**config.mk**
```make
export PLATFORM = sky130hd
export DESIGN_NAME = preemptive_shortest_job_scheduler_core
export DESIGN_NICKNAME = d
export VERILOG_FILES = /design/src/rtl/psjs_pkg.sv /design/src/rtl/psjs_sub.sv /design/src/rtl/preemptive_shortest_job_scheduler_core.sv
export VERILOG_INCLUDE_DIRS = /design/src /design/src/rtl
export SDC_FILE = /design/constraint.sdc
export NUM_CORES = 2
export LEC_CHECK = 0
export ABC_AREA = 1
export BUFFER_PORTS_ARGS = -buffer_cell sky130_fd_sc_hd__buf_2
export CAP_MARGIN = 20
export CORE_ASPECT_RATIO = 1.75
export CORE_UTILIZATION = 45
export CTS_CLUSTER_SIZE = 16
export DETAILED_ROUTE_END_ITERATION = 10
export GPL_TIMING_DRIVEN = 0
export SLEW_MARGIN = 15
export SYNTH_ARGS = -nofsm -noshare
export SYNTH_HDL_FRONTEND = slang
export SYNTH_SLANG_ARGS = --single-unit
```
**constraint.sdc**
```tcl
create_clock -name clk -period 7.31 [get_ports clk]
set_clock_uncertainty 0.2 [all_clocks]
set_input_delay 0.731 -clock clk [delete_from_list [all_inputs] [get_ports clk]]
set_output_delay 0.731 -clock clk [all_outputs]
set_load 0.02 [all_outputs]
```
**src/rtl/preemptive_shortest_job_scheduler_core_assert.svh**
```systemverilog
// assertion macros used by the scheduler core
`ifndef PREEMPTIVE_SHORTEST_JOB_SCHEDULER_CORE_ASSERT_SVH
`define PREEMPTIVE_SHORTEST_JOB_SCHEDULER_CORE_ASSERT_SVH

// same-cycle implication, checked out of reset
`define PSJS_ASSERT_NOW(label, clk, rst_n, ante, cons) \
  label: assert property (@(posedge clk) disable iff (!rst_n) (ante) |-> (cons)) \
    else $error("scheduler check failed");

// next-cycle implication, checked out of reset
`define PSJS_ASSERT_NEXT(label, clk, rst_n, ante, cons) \
  label: assert property (@(posedge clk) disable iff (!rst_n) (ante) |=> (cons)) \
    else $error("scheduler check failed");

`endif

```
**src/rtl/psjs_pkg.sv**
```systemverilog
`timescale 1ns / 1ps
package psjs_pkg;

  localparam int QUEUE_DEPTH = 16;
  localparam int SLOT_BITS   = $clog2(QUEUE_DEPTH);
  localparam int TIME_BITS   = 32;
  localparam int ID_BITS     = 16;
  localparam int CT_BITS     = 33;

  localparam logic OP_ARRIVAL  = 1'b0;
  localparam logic OP_COMPLETE = 1'b1;

  typedef enum logic [2:0] {
    ST_IDLE,
    ST_ARR,
    ST_ELAPSED,
    ST_CUT,
    ST_DONE,
    ST_SCAN,
    ST_SCAN_END,
    ST_PICK
  } state_t;

  // result of the shared subtract unit
  typedef struct packed {
    logic [TIME_BITS-1:0] diff;
    logic [TIME_BITS-1:0] sat;
    logic                 lt;
    logic                 eq;
  } sub_res_t;

  typedef struct packed {
    logic [ID_BITS-1:0]   id;
    logic [TIME_BITS-1:0] size;
    logic [TIME_BITS-1:0] rem;
  } entry_t;

  typedef struct packed {
    logic                 cancel_pending;
    logic                 schedule_valid;
    logic [CT_BITS-1:0]   completion_time;
    logic                 done_valid;
    logic [ID_BITS-1:0]   done_job_id;
    logic                 running_valid;
    logic [ID_BITS-1:0]   running_job_id;
    logic                 dropped;
  } result_t;

endpackage

```
**src/rtl/psjs_sub.sv**
```systemverilog
`timescale 1ns / 1ps
module psjs_sub (
  input  logic [psjs_pkg::TIME_BITS-1:0] a,
  input  logic [psjs_pkg::TIME_BITS-1:0] b,
  output psjs_pkg::sub_res_t             res
);
  import psjs_pkg::*;

  logic [TIME_BITS:0] wide;

  // one subtractor serves compare, elapsed time and saturating decrement
  always_comb begin
    wide     = {1'b0, a} - {1'b0, b};
    res.diff = wide[TIME_BITS-1:0];
    res.lt   = wide[TIME_BITS];
    res.eq   = (wide[TIME_BITS-1:0] == '0);
    res.sat  = wide[TIME_BITS] ? '0 : wide[TIME_BITS-1:0];
  end

endmodule

```
**src/rtl/preemptive_shortest_job_scheduler_core.sv**
```systemverilog
`timescale 1ns / 1ps
// Preemptive shortest-job-first scheduler. Pulse start while busy is low to
// hand in one event word (arrival or completion); busy stays high until the
// result word has been formed, and the result then shows on the out_ ports for
// exactly one cycle with out_valid high. The receiver cannot stall, so it must
// take every word in the cycle it appears; the result registers hold their
// value only until the next event word is accepted. An arrival that preempts
// the running job goes on through elapsed time, then the cut of the old job's
// remaining time, both through the one shared subtractor. A completion with
// nothing running ends in ST_DONE; otherwise the job table sits in a memory
// with one write port and a registered read, and the next job is found by
// reading one slot per cycle and comparing it against the best so far in the
// same subtractor. Completion times are now plus remaining, 33 bits wide.
`include "preemptive_shortest_job_scheduler_core_assert.svh"
module preemptive_shortest_job_scheduler_core (
  input  logic                             clk,
  input  logic                             rst_n,
  input  logic                             start,
  output logic                             busy,
  input  logic                             in_operation,
  input  logic [psjs_pkg::ID_BITS-1:0]     in_job_id,
  input  logic [psjs_pkg::TIME_BITS-1:0]   in_job_size,
  input  logic [psjs_pkg::TIME_BITS-1:0]   in_job_remaining,
  input  logic [psjs_pkg::TIME_BITS-1:0]   in_now,
  output logic                             out_valid,
  output logic                             out_cancel_pending,
  output logic                             out_schedule_valid,
  output logic [psjs_pkg::CT_BITS-1:0]     out_completion_time,
  output logic                             out_done_valid,
  output logic [psjs_pkg::ID_BITS-1:0]     out_done_job_id,
  output logic                             out_running_valid,
  output logic [psjs_pkg::ID_BITS-1:0]     out_running_job_id,
  output logic                             out_dropped
);
  import psjs_pkg::*;

  // sequencer state
  state_t state_r, state_nxt;

  // per-slot occupancy, cleared at reset
  logic [QUEUE_DEPTH-1:0] valid_r, valid_nxt;

  // running job and a cached copy of its table entry
  logic                 run_present_r, run_present_nxt;
  logic [SLOT_BITS-1:0] run_slot_r, run_slot_nxt;
  logic [ID_BITS-1:0]   run_id_r, run_id_nxt;
  logic [TIME_BITS-1:0] run_size_r, run_size_nxt;
  logic [TIME_BITS-1:0] run_rem_r, run_rem_nxt;
  logic [TIME_BITS-1:0] start_time_r, start_time_nxt;

  // captured event word
  logic [ID_BITS-1:0]   id_r, id_nxt;
  logic [TIME_BITS-1:0] size_r, size_nxt;
  logic [TIME_BITS-1:0] rem_r, rem_nxt;
  logic [TIME_BITS-1:0] now_r, now_nxt;

  logic [TIME_BITS-1:0] elapsed_r, elapsed_nxt;

  // scan of the table for the next job
  logic [SLOT_BITS-1:0] scan_idx_r, scan_idx_nxt;
  logic                 chk_vld_r, chk_vld_nxt;
  logic [SLOT_BITS-1:0] chk_slot_r, chk_slot_nxt;
  logic                 best_found_r, best_found_nxt;
  logic [SLOT_BITS-1:0] best_slot_r, best_slot_nxt;
  logic [ID_BITS-1:0]   best_id_r, best_id_nxt;
  logic [TIME_BITS-1:0] best_size_r, best_size_nxt;
  logic [TIME_BITS-1:0] best_rem_r, best_rem_nxt;

  // result word
  result_t res_r, res_nxt;
  logic    out_valid_r, out_valid_nxt;

  // job table memory
  entry_t               mem [QUEUE_DEPTH];
  logic                 wr_en;
  logic [SLOT_BITS-1:0] wr_addr;
  entry_t               wr_data;
  logic [SLOT_BITS-1:0] rd_addr;
  entry_t               rd_data_r;

  // shared subtract unit
  logic [TIME_BITS-1:0] alu_a, alu_b;
  sub_res_t             alu_res;

  // lowest free slot
  logic                 free_found;
  logic [SLOT_BITS-1:0] free_slot;

  logic [TIME_BITS-1:0] ct_addend;
  logic [CT_BITS-1:0]   ct_sum;
  logic                 finish;
  logic                 better;

  psjs_sub u_sub (
    .a   (alu_a),
    .b   (alu_b),
    .res (alu_res)
  );

  always_ff @(posedge clk) begin
    if (wr_en) begin
      mem[wr_addr] <= wr_data;
    end
    rd_data_r <= mem[rd_addr];
  end

  // priority encoder, lowest index wins
  always_comb begin
    free_found = 1'b0;
    free_slot  = '0;
    for (int i = QUEUE_DEPTH - 1; i >= 0; i--) begin
      if (!valid_r[i]) begin
        free_found = 1'b1;
        free_slot  = SLOT_BITS'(i);
      end
    end
  end

  // scanned slot orders before the best so far (later slot never wins a full tie)
  assign better = valid_r[chk_slot_r] &&
                  (!best_found_r || alu_res.lt ||
                   (alu_res.eq && (rd_data_r.id < best_id_r)));

  assign ct_sum = {1'b0, now_r} + {1'b0, ct_addend};

  always_comb begin
    state_nxt       = state_r;
    valid_nxt       = valid_r;
    run_present_nxt = run_present_r;
    run_slot_nxt    = run_slot_r;
    run_id_nxt      = run_id_r;
    run_size_nxt    = run_size_r;
    run_rem_nxt     = run_rem_r;
    start_time_nxt  = start_time_r;
    id_nxt          = id_r;
    size_nxt        = size_r;
    rem_nxt         = rem_r;
    now_nxt         = now_r;
    elapsed_nxt     = elapsed_r;
    scan_idx_nxt    = scan_idx_r;
    chk_vld_nxt     = chk_vld_r;
    chk_slot_nxt    = chk_slot_r;
    best_found_nxt  = best_found_r;
    best_slot_nxt   = best_slot_r;
    best_id_nxt     = best_id_r;
    best_size_nxt   = best_size_r;
    best_rem_nxt    = best_rem_r;
    res_nxt         = res_r;
    out_valid_nxt   = 1'b0;
    wr_en           = 1'b0;
    wr_addr         = free_slot;
    wr_data         = '{id: id_r, size: size_r, rem: rem_r};
    rd_addr         = scan_idx_r;
    alu_a           = rd_data_r.size;
    alu_b           = best_size_r;
    ct_addend       = rem_r;
    finish          = 1'b0;

    unique case (state_r) inside
      ST_IDLE: begin
        if (start) begin
          id_nxt    = in_job_id;
          size_nxt  = in_job_size;
          rem_nxt   = in_job_remaining;
          now_nxt   = in_now;
          res_nxt   = '0;
          state_nxt = (in_operation == OP_ARRIVAL) ? ST_ARR : ST_DONE;
        end
      end

      ST_ARR: begin
        alu_a = size_r;
        alu_b = run_size_r;
        if (!free_found) begin
          res_nxt.dropped = 1'b1;
          finish          = 1'b1;
        end else begin
          wr_en                = 1'b1;
          valid_nxt[free_slot] = 1'b1;
          if (!run_present_r) begin
            run_present_nxt        = 1'b1;
            run_slot_nxt           = free_slot;
            run_id_nxt             = id_r;
            run_size_nxt           = size_r;
            run_rem_nxt            = rem_r;
            start_time_nxt         = now_r;
            res_nxt.schedule_valid = 1'b1;
            res_nxt.completion_time = ct_sum;
            finish                 = 1'b1;
          end else if (alu_res.lt) begin
            // remember the new slot while the old job is charged
            best_slot_nxt = free_slot;
            state_nxt     = ST_ELAPSED;
          end else begin
            finish = 1'b1;
          end
        end
      end

      ST_ELAPSED: begin
        // time going backwards counts as nothing
        alu_a       = now_r;
        alu_b       = start_time_r;
        elapsed_nxt = alu_res.sat;
        state_nxt   = ST_CUT;
      end

      ST_CUT: begin
        alu_a   = run_rem_r;
        alu_b   = elapsed_r;
        wr_en   = 1'b1;
        wr_addr = run_slot_r;
        wr_data = '{id: run_id_r, size: run_size_r, rem: alu_res.sat};
        run_slot_nxt            = best_slot_r;
        run_id_nxt              = id_r;
        run_size_nxt            = size_r;
        run_rem_nxt             = rem_r;
        start_time_nxt          = now_r;
        res_nxt.cancel_pending  = 1'b1;
        res_nxt.schedule_valid  = 1'b1;
        res_nxt.completion_time = ct_sum;
        finish                  = 1'b1;
      end

      ST_DONE: begin
        start_time_nxt = now_r;
        if (!run_present_r) begin
          finish = 1'b1;
        end else begin
          res_nxt.done_valid    = 1'b1;
          res_nxt.done_job_id   = run_id_r;
          valid_nxt[run_slot_r] = 1'b0;
          run_present_nxt       = 1'b0;
          scan_idx_nxt          = '0;
          chk_vld_nxt           = 1'b0;
          best_found_nxt        = 1'b0;
          state_nxt             = ST_SCAN;
        end
      end

      ST_SCAN, ST_SCAN_END: begin
        if (chk_vld_r && better) begin
          best_found_nxt = 1'b1;
          best_slot_nxt  = chk_slot_r;
          best_id_nxt    = rd_data_r.id;
          best_size_nxt  = rd_data_r.size;
          best_rem_nxt   = rd_data_r.rem;
        end
        if (state_r == ST_SCAN) begin
          chk_vld_nxt  = 1'b1;
          chk_slot_nxt = scan_idx_r;
          scan_idx_nxt = scan_idx_r + 1'b1;
          if (scan_idx_r == SLOT_BITS'(QUEUE_DEPTH - 1)) begin
            state_nxt = ST_SCAN_END;
          end
        end else begin
          chk_vld_nxt = 1'b0;
          state_nxt   = ST_PICK;
        end
      end

      ST_PICK: begin
        ct_addend = best_rem_r;
        if (best_found_r) begin
          run_present_nxt         = 1'b1;
          run_slot_nxt            = best_slot_r;
          run_id_nxt              = best_id_r;
          run_size_nxt            = best_size_r;
          run_rem_nxt             = best_rem_r;
          res_nxt.schedule_valid  = 1'b1;
          res_nxt.completion_time = ct_sum;
        end
        finish = 1'b1;
      end

      default: begin
        state_nxt = ST_IDLE;
      end
    endcase

    // running_* reflect the state after the event
    if (finish) begin
      res_nxt.running_valid  = run_present_nxt;
      res_nxt.running_job_id = run_present_nxt ? run_id_nxt : '0;
      out_valid_nxt          = 1'b1;
      state_nxt              = ST_IDLE;
    end
  end

  always_ff @(posedge clk) begin
    if (!rst_n) begin
      state_r       <= ST_IDLE;
      valid_r       <= '0;
      run_present_r <= 1'b0;
      run_slot_r    <= '0;
      start_time_r  <= '0;
      chk_vld_r     <= 1'b0;
      best_found_r  <= 1'b0;
      scan_idx_r    <= '0;
      out_valid_r   <= 1'b0;
    end else begin
      state_r       <= state_nxt;
      valid_r       <= valid_nxt;
      run_present_r <= run_present_nxt;
      run_slot_r    <= run_slot_nxt;
      start_time_r  <= start_time_nxt;
      chk_vld_r     <= chk_vld_nxt;
      best_found_r  <= best_found_nxt;
      scan_idx_r    <= scan_idx_nxt;
      out_valid_r   <= out_valid_nxt;
    end
  end

  // payload registers
  always_ff @(posedge clk) begin
    run_id_r    <= run_id_nxt;
    run_size_r  <= run_size_nxt;
    run_rem_r   <= run_rem_nxt;
    id_r        <= id_nxt;
    size_r      <= size_nxt;
    rem_r       <= rem_nxt;
    now_r       <= now_nxt;
    elapsed_r   <= elapsed_nxt;
    chk_slot_r  <= chk_slot_nxt;
    best_slot_r <= best_slot_nxt;
    best_id_r   <= best_id_nxt;
    best_size_r <= best_size_nxt;
    best_rem_r  <= best_rem_nxt;
    res_r       <= res_nxt;
  end

  assign busy                = (state_r != ST_IDLE);
  assign out_valid           = out_valid_r;
  assign out_cancel_pending  = res_r.cancel_pending;
  assign out_schedule_valid  = res_r.schedule_valid;
  assign out_completion_time = res_r.completion_time;
  assign out_done_valid      = res_r.done_valid;
  assign out_done_job_id     = res_r.done_job_id;
  assign out_running_valid   = res_r.running_valid;
  assign out_running_job_id  = res_r.running_job_id;
  assign out_dropped         = res_r.dropped;

  // the running job always owns an occupied slot between events
  `PSJS_ASSERT_NOW(a_run_slot_held, clk, rst_n,
    (state_r == ST_IDLE) && run_present_r, valid_r[run_slot_r])
  // a preemption always comes with a new completion time
  `PSJS_ASSERT_NOW(a_cancel_has_sched, clk, rst_n,
    out_valid_r && res_r.cancel_pending, res_r.schedule_valid && res_r.running_valid)
  // a dropped arrival never reports a completion or a new schedule
  `PSJS_ASSERT_NOW(a_drop_quiet, clk, rst_n,
    out_valid_r && res_r.dropped, !res_r.done_valid && !res_r.schedule_valid)
  // an accepted event keeps the block busy in the next cycle
  `PSJS_ASSERT_NEXT(a_accept_busy, clk, rst_n, start && !busy, busy && !out_valid_r)

endmodule

```
==> flow_summary.toml <==
[clock_network]
clkTransAtPathRegs_ns = 0.07
cts_made_buffers = 170
cts_root_buffer = "clkbuf_16"
cts_tree = "done"
clk-insertion-delay-late_ns = 0.82
cts_buffer_depth = 4
h-tree-depth = 4
clkSinkCount = 1805

[sta]
timing.fmax_mhz = 138.7
timing.final.crit_period_ns = 7.209
tns_ns = 0
maxSlewHeadroom_pct = 16.66
hold_viol = 0
setup_viol = 0
slew_viol_final = 0
fin_crit_sh_pct = 98.62
worst_slew_pin_slew_ns = 1.250
rsz0062_at_grt = "false"

[synth]
syn_area_per_cell_um2 = 12.14
synth_area_leaders = "edfxtp_1, nand2_1, dfxtp_1, a21oi_1, o21ai_0"
synth-async-reset-ratio_pct = 0
synth.most_common_cell = "edfxtp_1"
synth_top_area_share_pct = 67.64
synth_enable_flop_cells = 1646
syn_area_um2 = 73070
ys_types = 53
ys.flop_type = "edfxtp_1"
yosysWarnings = 0
synth_common_cells = "edfxtp_1, nand2_1, a21oi_1"
yosys.area.top_type = "edfxtp_1"
ys_seq_elements = 1805
synthCells = 6021
syn_nets = 6225
ys_seq_area_share_pct = 72.00

[routing]
drc = 0
firstDrtPassIters = 6
postRouteAntennaNets = 0
drt-initial-drc-count = 5253
routed_wl_um = 259600
via_count = 51030
wl_per_cell_um = 29.02
via_per_inst = 5.704

[floorplanning]
die_x_um = 306.6
dieArea_um2 = 164100
num_rows = 195
ios = 188
initial_core_util_pct = 45.31
core-area_um2 = 161300
die_h_um = 535.1

[layout]
nNetsFinal = 6851
drive_gt1_share_pct = 12.20
syn_to_final_growth_pct = 17.59
fin_util_pct = 53.28

[place]
dp_hpwl_um = 198300
place.port_buffers = 187
gp_congestion = 1.023

[worst_setup_path]
crit_arrival_ns = 7.50
start_kind = "register"
end_kind = "register"
cp_max_fo = 22
critPathRequiredTime_ns = 7.60
r2r_cells = 26
crit_type = "reg -> reg"
rrSetupSlack_ns = 0.10

[grt]
grt_pass1_vias = 51160
grt_max_degree = 42
grt_use_total_pct = 31.38
antenna_found_initial = 7
grt_pass1_wl_um = 363100
overflow = 0

[power]
powerDensity_nw_per_um2 = 418.4
leakage_nw = 30.67
ir_worst_vdd_uv = 301.2

[run]
cap_viol_max_count = 0

[hold_path]
hp-class = "in -> reg"
holdPathStages = 3

[status]
status = "finished, final reports clean"
worst paths after layout:
path,start,to
hold reg to reg,rd_data_r[25]$_DFF_P_,best_rem_r[25]$_DFFE_PP_
setup reg to reg,state_r[0]$_SDFFE_PP0P_,best_size_r[4]$_DFFE_PP_
hold / removal,rst_n,rd_addr[1]$_SDFFE_PN0P_
setup / recovery,state_r[0]$_SDFFE_PP0P_,best_size_r[4]$_DFFE_PP_
logic make-up after synthesis:
logic type / Yosys count / share of synthesized area [%]
adders and majority gates: 88 / 1.527
buffers and inverters: 697 / 3.642
AOI/OAI and AO/OA: 1626 / 12.99
and+or+nand+nor: 1792 / 9.688
DFF: 1805 / 72.00
xor gates and xnor gates: 13 / 0.1558
layout by cell type (no fill, tap or decap), drive strengths merged, types with 16 or more instances in the layout:
cell type	instances
a21oi	618
a22oi	32
a31o	80
buf	379
bufinv	16
clkbuf	507
clkinv	56
dfxtp	159
dlygate4sd3	112
edfxtp	1646
ha	86
inv	373
nand2	1184
nand3	71
nand4	46
nor2	443
nor3	20
o2111ai	24
o21ai	415
o221ai	82
o22ai	321
or2	16
timing repair:
action                                  4_1_cts  5_1_grt
gates resized for setup                      22       15
endpoints found under the setup margin      494      236
gates cloned                                  0        0
hold endpoints to repair                    112        0
buffers inserted                              0        5
pin swaps                                     0        1
hold buffers                                112        0
metrics by stage:
stage | cell area (um2) | setup WS (ns) | total power, mW | cells | hold slack [ns]
finish | 85920 | 0.1010 | 35.95 | 8945 | 0.06512
detailed placement | 79150 | -1.225 | 26.80 | 8519 | 0.1887
global route | 85910 | 0.02280 | 37.01 | 8941 | 0.06225
CTS | 85780 | 0.02947 | 35.75 | 8929 | 0.01176
floorplan | 73070 | 0.07658 | 20.43 | 6021 | 0.1855
global placement | 76720 | -5.069 | 26.52 | 8375 | 0.1875
critical path: stages (launching register included):
cell and delay (ns):
dfxtp_1 0.36, inv_1 0.11, ha_1 0.18, inv_1 0.04, nor2_1 0.19, clkbuf_1 0.76, clkbuf_1 0.59, nand2_1 0.11
o2111ai_1 0.13, o21ai_0 0.17, ha_1 0.73, nand2_1 0.21, nor2_2 0.42, nand2_1 0.37, nor2_1 0.19, nand2_1 0.36
nand3_1 0.25, nand2_1 0.07, nor2_1 0.11, nand3_1 0.13, nor2_1 0.14, nand2_1 0.06, nand2_1 0.09, nand2_1 0.12
nor2_4 0.26, buf_12 0.24, buf_12 0.21
report_power, final:
part	total (mW)	internal (mW)	switching, mW	leakage (nW)
combinational	13.4	3.26	10.1	11.7
sequential	13.7	13.1	0.579	16.3
clock	8.89	5.04	3.85	2.67
total	36.0	21.4	14.5	30.7
routing by layer:
layer  part of all wire [%]  track usage [%]  vias to the layer above
li1                       -                -                    23150
met1                     34            33.86                    25160
met4                    8.3            22.12                        6
met5                  0.015                0                        -
met3                    5.6            3.764                      631
met2                     52            56.84                     2089
sequential cells by signal (all words and copies together), names as in the netlist, 16 cells and up:
register             flops
run_rem_r               32
rd_data_r               80
run_id_r                16
valid_r                 16
rem_r                   32
out_done_job_id         16
now_r                   32
out_running_job_id      16
elapsed_r               32
size_r                  32
run_size_r              32
mem                   1280
best_id_r               16
id_r                    16
out_completion_time     33
best_size_r             32
best_rem_r              32
start_time_r            32
cell type report:
class | instances | area (um2)
Inverter | 372 | 1396
Timing Repair Buffer | 454 | 4305
Buffer | 325 | 1297
Antenna cell | 5 | 12.51
Clock inverter | 79 | 823.3
Multi-Input combinational cell | 3519 | 18140
Sequential cell | 1805 | 52610
Tap cell | 2167 | 2711
Fill cell | 13760 | 75350
Clock buffer | 219 | 4632
Note: power is estimated with default switching activity, not from simulation.
